`config.mk`:
```
export PLATFORM = sky130hd
export DESIGN_NAME = x86_prefix_decoder
export DESIGN_NICKNAME = d
export VERILOG_FILES = /design/src/design/xpd_pkg.sv /design/src/design/x86_prefix_decoder.sv /design/src/design/xpd_lane.sv /design/src/design/xpd_merge.sv
export SDC_FILE = /design/constraint.sdc
export NUM_CORES = 1
export LEC_CHECK = 0
export BUFFER_PORTS_ARGS = -buffer_cell sky130_fd_sc_hd__buf_4
export CAP_MARGIN = 25
export CORE_MARGIN = 5
export CORE_UTILIZATION = 55
export DETAILED_ROUTE_END_ITERATION = 12
export PLACE_DENSITY = 0.93
export SKIP_CTS_REPAIR_TIMING = 1
export SLEW_MARGIN = 10
export SYNTH_ARGS = -nofsm -noshare
export SYNTH_HDL_FRONTEND = slang
export SYNTH_SLANG_ARGS = --single-unit
```
`constraint.sdc`:
```
create_clock -name i_clk -period 8.1 [get_ports i_clk]
set_input_delay 1.62 -clock i_clk [delete_from_list [all_inputs] [get_ports i_clk]]
set_output_delay 1.62 -clock i_clk [all_outputs]
set_load 0.01 [all_outputs]
```
`src/design/xpd_pkg.sv`:
```
package xpd_pkg;

    localparam int WINDOW_BYTES_DEF = 8;
    localparam int WINDOW_BYTES_MAX = 8;

    // Prefix and opcode bytes
    localparam logic [7:0] BYTE_OPSIZE  = 8'h66;
    localparam logic [7:0] BYTE_ADDRSZ  = 8'h67;
    localparam logic [7:0] BYTE_LOCK    = 8'hF0;
    localparam logic [7:0] BYTE_REPNE   = 8'hF2;
    localparam logic [7:0] BYTE_REP     = 8'hF3;
    localparam logic [7:0] BYTE_ESCAPE  = 8'h0F;
    localparam logic [7:0] BYTE_CMPSB   = 8'hA6;
    localparam logic [7:0] BYTE_CMPSW   = 8'hA7;
    localparam logic [7:0] BYTE_SCASB   = 8'hAE;
    localparam logic [7:0] BYTE_SCASW   = 8'hAF;
    localparam logic [7:0] BYTE_SEG_ES  = 8'h26;
    localparam logic [7:0] BYTE_SEG_CS  = 8'h2E;
    localparam logic [7:0] BYTE_SEG_SS  = 8'h36;
    localparam logic [7:0] BYTE_SEG_DS  = 8'h3E;
    localparam logic [7:0] BYTE_SEG_FS  = 8'h64;
    localparam logic [7:0] BYTE_SEG_GS  = 8'h65;

    // Segment override codes
    localparam logic [2:0] SEG_ES = 3'd0;
    localparam logic [2:0] SEG_CS = 3'd1;
    localparam logic [2:0] SEG_SS = 3'd2;
    localparam logic [2:0] SEG_DS = 3'd3;
    localparam logic [2:0] SEG_FS = 3'd4;
    localparam logic [2:0] SEG_GS = 3'd5;

    localparam logic [1:0] MATCH_WEAK = 2'd1;
    localparam logic [1:0] MATCH_FULL = 2'd2;

    typedef struct packed {
        logic [63:0] byte_window;
        logic [2:0]  operand_32_mask;
    } t_in;

    typedef struct packed {
        logic [3:0] prefix_count;
        logic       opsize_override;
        logic       addrsize_override;
        logic       lock_seen;
        logic       repne_seen;
        logic       rep_seen;
        logic       repe_seen;
        logic       segment_valid;
        logic [2:0] segment_code;
        logic       address_size_32;
        logic [1:0] match_quality;
        logic       window_exhausted;
    } t_out;

    // What one byte lane found
    typedef struct packed {
        logic       cont;    // byte is an accepted prefix, scan goes on
        logic       exh;     // rep prefix with its lookahead byte missing
        logic       opov;
        logic       adov;
        logic       lock;
        logic       repne;
        logic       rep;
        logic       repe;
        logic       segv;
        logic [2:0] segc;
    } t_lane;

endpackage

```
`src/design/x86_prefix_decoder.sv`:
```
// x86 instruction prefix decoder.
//
// Input channel (i_in_valid / o_in_ready / i_in_data): one transfer carries a
// window of instruction bytes, byte zero in bits 7:0, plus the 3-bit mask of
// candidate operands that are 32-bit. Output channel (o_out_valid /
// i_out_ready / o_out_data): one decoded prefix summary per input transfer,
// in order.
// Config: i_cfg_we writes i_cfg_wdata into the default-mode bit (1 = 32-bit
// code); write it only while no transfer is in flight.
//
// One byte lane per window position classifies its byte, using the next byte
// as lookahead; a merge stage walks the lanes in order, stops at the first
// non-prefix and folds the flags into the output register.
// Each result is registered (output or skid register). Throughput: 1 item
// per cycle while i_out_ready holds, set by the single output register stage.
// Stall: a two-entry output buffer (output register plus skid register)
// keeps taking one more item while the receiver stalls; o_in_ready drops
// only when both entries hold results.
// Reset (synchronous, active low): both buffers empty, default mode 32-bit.
module x86_prefix_decoder #(
    parameter int WINDOW_BYTES = xpd_pkg::WINDOW_BYTES_DEF
) (
    input  logic           i_clk,
    input  logic           i_rst_n,
    input  logic           i_in_valid,
    output logic           o_in_ready,
    input  xpd_pkg::t_in   i_in_data,
    output logic           o_out_valid,
    input  logic           i_out_ready,
    output xpd_pkg::t_out  o_out_data,
    input  logic           i_cfg_we,
    input  logic           i_cfg_wdata
);

    xpd_pkg::t_lane [WINDOW_BYTES-1:0] lanes;
    xpd_pkg::t_out                     result;

    logic          r_mode_32;
    logic          r_out_valid;
    xpd_pkg::t_out r_out;
    logic          r_skid_valid;
    xpd_pkg::t_out r_skid;
    logic          in_xfer;

    // Byte lanes: the last lane has no lookahead byte
    for (genvar k = 0; k < WINDOW_BYTES; k++) begin : g_lane
        logic [7:0] next_byte;
        if (k + 1 < WINDOW_BYTES) begin : g_next
            assign next_byte = i_in_data.byte_window[8*(k+1) +: 8];
        end else begin : g_edge
            assign next_byte = 8'h00;
        end
        xpd_lane u_lane (
            .i_byte       (i_in_data.byte_window[8*k +: 8]),
            .i_next       (next_byte),
            .i_next_valid ((k + 1) < WINDOW_BYTES),
            .o_lane       (lanes[k])
        );
    end

    xpd_merge #(
        .WINDOW_BYTES (WINDOW_BYTES)
    ) u_merge (
        .i_lanes   (lanes),
        .i_mode_32 (r_mode_32),
        .i_mask    (i_in_data.operand_32_mask),
        .o_res     (result)
    );

    // Default-mode register
    always_ff @(posedge i_clk) begin
        if (!i_rst_n) begin
            r_mode_32 <= 1'b1;
        end else if (i_cfg_we) begin
            r_mode_32 <= i_cfg_wdata;
        end
    end

    assign o_in_ready = !r_skid_valid;
    assign in_xfer    = i_in_valid && o_in_ready;

    // Output buffer control: park a new result in the skid entry while the
    // receiver stalls, refill the output register from skid first
    always_ff @(posedge i_clk) begin
        if (!i_rst_n) begin
            r_out_valid  <= 1'b0;
            r_skid_valid <= 1'b0;
        end else if (r_out_valid && !i_out_ready) begin
            if (in_xfer) begin
                r_skid_valid <= 1'b1;
            end
        end else if (r_skid_valid) begin
            r_out_valid  <= 1'b1;
            r_skid_valid <= 1'b0;
        end else begin
            r_out_valid <= in_xfer;
        end
    end

    // Payload registers, no reset
    always_ff @(posedge i_clk) begin
        if (r_out_valid && !i_out_ready) begin
            if (in_xfer) begin
                r_skid <= result;
            end
        end else if (r_skid_valid) begin
            r_out <= r_skid;
        end else if (in_xfer) begin
            r_out <= result;
        end
    end

    assign o_out_valid = r_out_valid;
    assign o_out_data  = r_out;

endmodule

```
`src/design/xpd_lane.sv`:
```
module xpd_lane (
    input  logic          [7:0] i_byte,
    input  logic          [7:0] i_next,
    input  logic                i_next_valid,
    output xpd_pkg::t_lane      o_lane
);

    logic str_cmp;

    assign str_cmp = (i_next == xpd_pkg::BYTE_CMPSB) || (i_next == xpd_pkg::BYTE_CMPSW) ||
                     (i_next == xpd_pkg::BYTE_SCASB) || (i_next == xpd_pkg::BYTE_SCASW);

    always_comb begin
        o_lane = '0;
        unique case (i_byte)
            xpd_pkg::BYTE_OPSIZE: begin
                o_lane.cont = 1'b1;
                o_lane.opov = 1'b1;
            end
            xpd_pkg::BYTE_ADDRSZ: begin
                o_lane.cont = 1'b1;
                o_lane.adov = 1'b1;
            end
            xpd_pkg::BYTE_LOCK: begin
                o_lane.cont = 1'b1;
                o_lane.lock = 1'b1;
            end
            xpd_pkg::BYTE_REPNE, xpd_pkg::BYTE_REP: begin
                // stop at the window edge; F2/F3 before 0F opens the opcode
                if (!i_next_valid) begin
                    o_lane.exh = 1'b1;
                end else if (i_next != xpd_pkg::BYTE_ESCAPE) begin
                    o_lane.cont  = 1'b1;
                    o_lane.repne = (i_byte == xpd_pkg::BYTE_REPNE);
                    o_lane.repe  = (i_byte == xpd_pkg::BYTE_REP) && str_cmp;
                    o_lane.rep   = (i_byte == xpd_pkg::BYTE_REP) && !str_cmp;
                end
            end
            xpd_pkg::BYTE_SEG_ES: begin
                o_lane.cont = 1'b1;
                o_lane.segv = 1'b1;
                o_lane.segc = xpd_pkg::SEG_ES;
            end
            xpd_pkg::BYTE_SEG_CS: begin
                o_lane.cont = 1'b1;
                o_lane.segv = 1'b1;
                o_lane.segc = xpd_pkg::SEG_CS;
            end
            xpd_pkg::BYTE_SEG_SS: begin
                o_lane.cont = 1'b1;
                o_lane.segv = 1'b1;
                o_lane.segc = xpd_pkg::SEG_SS;
            end
            xpd_pkg::BYTE_SEG_DS: begin
                o_lane.cont = 1'b1;
                o_lane.segv = 1'b1;
                o_lane.segc = xpd_pkg::SEG_DS;
            end
            xpd_pkg::BYTE_SEG_FS: begin
                o_lane.cont = 1'b1;
                o_lane.segv = 1'b1;
                o_lane.segc = xpd_pkg::SEG_FS;
            end
            xpd_pkg::BYTE_SEG_GS: begin
                o_lane.cont = 1'b1;
                o_lane.segv = 1'b1;
                o_lane.segc = xpd_pkg::SEG_GS;
            end
            default: begin
                o_lane.cont = 1'b0;
            end
        endcase
    end

endmodule

```
`src/design/xpd_merge.sv`:
```
module xpd_merge #(
    parameter int WINDOW_BYTES = xpd_pkg::WINDOW_BYTES_DEF
) (
    input  xpd_pkg::t_lane [WINDOW_BYTES-1:0] i_lanes,
    input  logic                              i_mode_32,
    input  logic           [2:0]              i_mask,
    output xpd_pkg::t_out                     o_res
);

    logic       alive;
    logic [3:0] count;
    logic       opov, adov, lock, repne, rep, repe, segv, exh;
    logic [2:0] segc;
    logic       eff32;
    logic       full;

    // Walk the lanes in byte order; everything after the first stop is dropped
    always_comb begin
        alive = 1'b1;
        count = '0;
        opov  = 1'b0;
        adov  = 1'b0;
        lock  = 1'b0;
        repne = 1'b0;
        rep   = 1'b0;
        repe  = 1'b0;
        segv  = 1'b0;
        segc  = xpd_pkg::SEG_ES;
        exh   = 1'b0;
        for (int k = 0; k < WINDOW_BYTES; k++) begin
            if (alive) begin
                if (i_lanes[k].cont) begin
                    count = count + 4'd1;
                    opov  = opov  | i_lanes[k].opov;
                    adov  = adov  | i_lanes[k].adov;
                    lock  = lock  | i_lanes[k].lock;
                    repne = repne | i_lanes[k].repne;
                    rep   = rep   | i_lanes[k].rep;
                    repe  = repe  | i_lanes[k].repe;
                    if (i_lanes[k].segv) begin
                        segv = 1'b1;
                        segc = i_lanes[k].segc;
                    end
                end else begin
                    alive = 1'b0;
                    exh   = i_lanes[k].exh;
                end
            end
        end
        // whole window was prefixes
        if (alive) begin
            exh = 1'b1;
        end
    end

    assign eff32 = i_mode_32 ^ opov;
    assign full  = eff32 ? (|i_mask) : ~(|i_mask);

    always_comb begin
        o_res                   = '0;
        o_res.prefix_count      = count;
        o_res.opsize_override   = opov;
        o_res.addrsize_override = adov;
        o_res.lock_seen         = lock;
        o_res.repne_seen        = repne;
        o_res.rep_seen          = rep;
        o_res.repe_seen         = repe;
        o_res.segment_valid     = segv;
        o_res.segment_code      = segc;
        o_res.address_size_32   = i_mode_32 ^ adov;
        o_res.match_quality     = full ? xpd_pkg::MATCH_FULL : xpd_pkg::MATCH_WEAK;
        o_res.window_exhausted  = exh;
    end

endmodule

```
* After elaboration in Yosys (flattened, before gate mapping)
Cells that the tools add are included.
** Cells by class
- Add/sub/neg operators :: 7
- $mul :: 0
- Divide/modulo/power cells :: 0
- Magnitude comparators :: 0
- Eq/ne operators :: 123
- Shift operators :: 0
- Mux-type cells :: 230
- Bitwise operators :: 43
- Reductions and logical operators :: 67
** Operators with widths (number)
- $eq 8x8->1 const B :: 52
- $eq 8x6->1 const B :: 32
- $eq 8x7->1 const B :: 32
- $pmux 4 s6 :: 8
- $mux 1 :: 161
- $mux 3 :: 37
- $reduce_or 9->1 :: 8
- $mux 4 :: 14
- $ne 8x4->1 const B :: 7
- $or 1x1->1 :: 39
- $mux 18 :: 2
- $add 4x1->4 const B :: 7
- $logic_or 1x1->1 :: 21
- $logic_and 1x1->1 :: 16
- $reduce_or 2->1 :: 8
- $pmux 1 s2 :: 7
- $logic_not 1->1 :: 9
- $reduce_and 2->1 :: 3
- $reduce_or 3->1 :: 1
- $mux 2 :: 1
- $not 1->1 :: 2
- $reduce_bool 2->1 :: 1
- $xor 1x1->1 :: 2
** Word-level totals
- Register bits :: 39
- Latch bits :: 0
- Memory bits (writable) :: 0
- ROM bits :: 0
- Input port bits :: 73
- Memories kept :: 0

* Depth between registers and ports, before layout
- Word-level depth :: 30
- Depth in mapped cells :: 23

* By module
From an unflattened synthesis, not the netlist that was laid out.
** Unflattened totals
- Cells, all modules :: 498
- Area total of the unflattened synthesis :: 4370.4 um^2
** By module, submodules not included
- xpd_lane :: instances 8, cells each 27, area each 188.9 um^2, sequential area each 0.0 um^2
- x86_prefix_decoder :: instances 1, cells each 70, area each 1497.7 um^2, sequential area each 1141.1 um^2
- xpd_merge :: instances 1, cells each 212, area each 1361.3 um^2, sequential area each 0.0 um^2

* Least setup slack after synthesis
Ideal clock, no wire load.
- Path kind :: input -> register
- Start :: input port i_in_data[28] (netlist name)
- End :: register r_out (netlist bit o_out_data[15]) (data pin)
- Arrival time :: 6.221 ns
- Required time :: 7.840 ns
- Slack :: 1.619 ns
- Stages :: 22
- Path buffers :: 2
- Path through :: buf_2 nand4bb_1 or4_1 and3_1 nor2_1 clkbuf_1 a21oi_1 ha_1 nor2_1 nor2_1 ha_1 nand2_1 a41oi_1 ha_1 mux2_2 ha_1 nand2_1 nand2_1 mux2_4 ha_1 mux2_4 mux2_4
** RTL lines
- from (decl) :: line x86_prefix_decoder.sv:27 : input xpd_pkg::t_in i_in_data,
- to (signal assigned) :: line x86_prefix_decoder.sv:107 : r_out <= r_skid;
- to (signal assigned) :: line x86_prefix_decoder.sv:109 : r_out <= result;
- to (decl) :: line x86_prefix_decoder.sv:40 : xpd_pkg::t_out r_out;

==> results_dict.tcl <==
set metrics [dict create \
    swShare_pct 27.5 \
    synth_warnings 0 \
    period_share_pct 81.7 \
    start_util_pct 56.6 \
    fin_hold_ws_ns 0.552 \
    die_y_um 93.6 \
    path_class "input port to register" \
    critPathMaxStageDelay_ns 0.51 \
    finClkSkew_ns 0.00306 \
    ios 93 \
    grt_usage_pct 28.8 \
    maxCapViolations 0 \
    clock-sinks 39 \
    crit_top_cell "ha_1" \
    post-dp-hpwl_um 10300 \
    synth.distinct_cells 79 \
    clk_path_buf_depth 2 \
    fin_setup_tns_ns 0 \
    rsz0062_at_grt "false" \
    leakage_nw 1.70 \
    final_antenna_net_count 0 \
    p_int_w 0.000338 \
    peakVddDrop_uv 63.9 \
    cts_made_buffers 5 \
    netlist_area_sq_mm 0.00385 \
    drt_wl_total_um 12800 \
    slew_violations 0 \
    crit_start "i_in_data[24]" \
    coreArea_sq_mm 0.00679 \
    ys.flop_type "edfxtp_1" \
    setup_viol 0 \
    hold_violations 0 \
    io_buffers 92 \
    drtPass1Iterations 5 \
    final_util_pct 69.4 \
    synthCells 454 \
    seq_area_frac_synth_pct 29.7 \
    synth-seq-cells 39 \
    holdCritStartpoint "r_skid[5]" \
    grt_max_degree 20 \
    htree_levels 2 \
    insertion_delay_ns 0.29 \
    timing.rr.start "r_skid_valid" \
    die_area_sq_mm 0.00877 \
    setup.worst_path.start_class "input port" \
    syn_area_per_cell_sq_um 8.47 \
    clkPwrFrac_pct 28.0 \
    period_minus_slack_ns 6.62 \
    cts_tree "yes" \
    status "complete, no violations" \
    overflow 0 \
    crit_chain "buf_4, or4b_1, or4b_1, and3_4, or2_1, a21oi_1, ha_1, nor2_1, nor2_1, ha_1, nand2_1, a41oi_1, ha_1, mux2_2, ha_1, nand2_1, nand2_1, mux2_4, ha_1, mux2_4, mux2_4" \
    powerDensity_mw_per_mm2 98.9 \
    fill_cells 543 \
    power_frac_comb_pct 22.1 \
    drtIter0Drc 284 \
    die_w_um 93.6 \
    antenna_cells 0 \
    slowest_stage "or4b_1" \
    vias 4217 \
    p_sw_w 0.000128 \
    post-route-drc-count 0 \
    gp_congestion 0.915 \
    fin_nets 621 \
    antenna_found_initial 0 \
    vias_per_cell 6.59 \
    fmax_mhz 151 \
    worstSetupEndpointType "register" \
    power_frac_seq_pct 49.9 \
    pre_cts_slack_ns 1.23 \
    syn_to_final_growth_pct 22.6 \
    num_rows 30 \
    grt_pass1_vias 4047 \
    min_path_type "register to register" \
    worst_pin_slew_ns 0.915 \
    wl_per_cell_um 20.0 \
    required_ns 8.15 \
    grt_pass1_wl_um 20000 \
    async_flop_share_pct 0 \
    p_total_w 0.000466 \
    finalWorstSetupSlack_ns 1.48 \
    cp.arrival_ns 6.67 \
    cts-root-buf "clkbuf_8" \
    clk_pin_slew_ns 0.08 \
    cp_max_fo 8 \
    synth-edff-count 36 \
    drive_above_1_share_pct 25.9 \
    synth_nets 532 \
    timing.slew.headroom_pct 38.2 \
]
-- flip-flops by register name (all words and copies together), names as in the netlist --
name,count
o_out_data,18
r_mode_32,1
o_out_valid,1
r_skid,18
r_skid_valid,1
-- worst max-delay path: cells and delay by family --
kind | cells | cell delay (ns)
mux | 4 | 1.08
buf+inv | 1 | 0.13
fa+ha+maj | 5 | 1.45
simple gates | 9 | 1.89
compound gates | 2 | 0.52
-- per-stage QoR --
step,std cells,area (sq um)
after floorplan,454,3850
after global placement,632,4630
after detailed placement,632,4630
after CTS,640,4710
after global routing,640,4710
final,640,4710
-- power groups by stage --
stage	logic [W]	registers, W	clock network [W]
2_1_floorplan	0.0000413	0.000239	0
3_3_place_gp	0.0000971	0.000236	0
3_5_place_dp	0.000102	0.000237	0
4_1_cts	0.000102	0.000233	0.000129
5_1_grt	0.000112	0.000233	0.000140
6_report	0.000103	0.000233	0.000131
-- metal layers --
metal | routed length (um) | up-vias | global-route usage [%]
met5 | 0 | - | 0
met4 | 316 | 0 | 8.54
met3 | 864 | 32 | 2.90
met2 | 6570 | 216 | 53.4
met1 | 5060 | 1980 | 34.9
li1 | - | 1989 | -
-- Yosys cell counts (4+ instances only) --
cell type / count / area share [%]
nand2_1: 54 / 5.3
edfxtp_1: 36 / 28
nor2_1: 32 / 3.1
nor3_1: 21 / 2.7
o21ai_0: 20 / 2.6
a21oi_1: 17 / 2.2
nand3_1: 17 / 2.2
nand2b_1: 15 / 2.4
inv_1: 11 / 1.1
mux2_2: 10 / 2.9
nand4b_1: 10 / 2.3
nor4_1: 10 / 1.6
or3_1: 9 / 1.5
clkbuf_1: 8 / 0.78
nand3b_1: 8 / 1.6
nor4b_1: 8 / 1.8
and3_1: 7 / 1.1
nor3b_1: 7 / 1.4
a31oi_1: 6 / 0.98
o211ai_1: 6 / 1.2
o22ai_1: 6 / 0.98
o31ai_1: 6 / 1.2
or4_1: 6 / 1.2
a22o_1: 5 / 1.1
buf_2: 5 / 0.65
ha_1: 5 / 1.6
nand4_1: 5 / 0.81
a22oi_1: 4 / 0.78
mux2_4: 4 / 1.6
o32ai_1: 4 / 0.91
or2_2: 4 / 0.65
xor2_1: 4 / 0.91
-- final cells by class --
type	instances	area [sq um]	share of cell area, %
repair buffers	97	728	15.4
multi-input cells	386	2590	54.9
clock buffers	6	72.6	1.54
well taps	96	120	2.55
clock inverters	2	12.5	0.265
flip-flops and latches	39	1140	24.2
inverters	14	52.6	1.11
-- final timing paths --
check / to / slack, ns / depth (start not counted)
hold reg to reg: o_out_data[5] / 0.55 / 1
setup reg to reg: o_out_data[16] / 6.64 / 3
setup / recovery: o_out_data[15] / 1.48 / 21
hold / removal: o_out_data[5] / 0.55 / 1
-- cells by family (layout without fill, tap and decap cells) --
kind of cell | count (synthesis) | in the layout | synth area share (%)
and+or+nand+nor | 241 | 241 | 36.4
AOI/OAI and AO/OA | 117 | 117 | 22.3
DFF | 39 | 39 | 29.7
buffers and inverters | 29 | 119 | 3.19
muxes | 15 | 15 | 4.75
xor gates and xnor gates | 8 | 8 | 2.02
adders and majority gates | 5 | 5 | 1.63
-- cells in the final DEF, fill, tap and decap left out, types with 5 or more instances in the layout --
| cell | count |
|---|---|
| o211ai_1 | 6 |
| o22ai_1 | 6 |
| buf_4 | 97 |
| or3_1 | 9 |
| o21ai_0 | 20 |
| nor2_1 | 32 |
| a22o_1 | 5 |
| nor4b_1 | 8 |
| nor3_1 | 21 |
| edfxtp_1 | 36 |
| nor4_1 | 10 |
| nand2_1 | 54 |
| nand4b_1 | 10 |
| nand2b_1 | 15 |
| nand4_1 | 5 |
| inv_1 | 11 |
| a21oi_1 | 17 |
| nand3_1 | 17 |
| nor3b_1 | 6 |
| and3_1 | 7 |
| mux2_2 | 10 |
| a31oi_1 | 6 |
| ha_1 | 5 |
| or4_1 | 6 |
| o31ai_1 | 6 |
| clkbuf_8 | 5 |
| nand3b_1 | 8 |
Power figures use the tool's default switching activity.
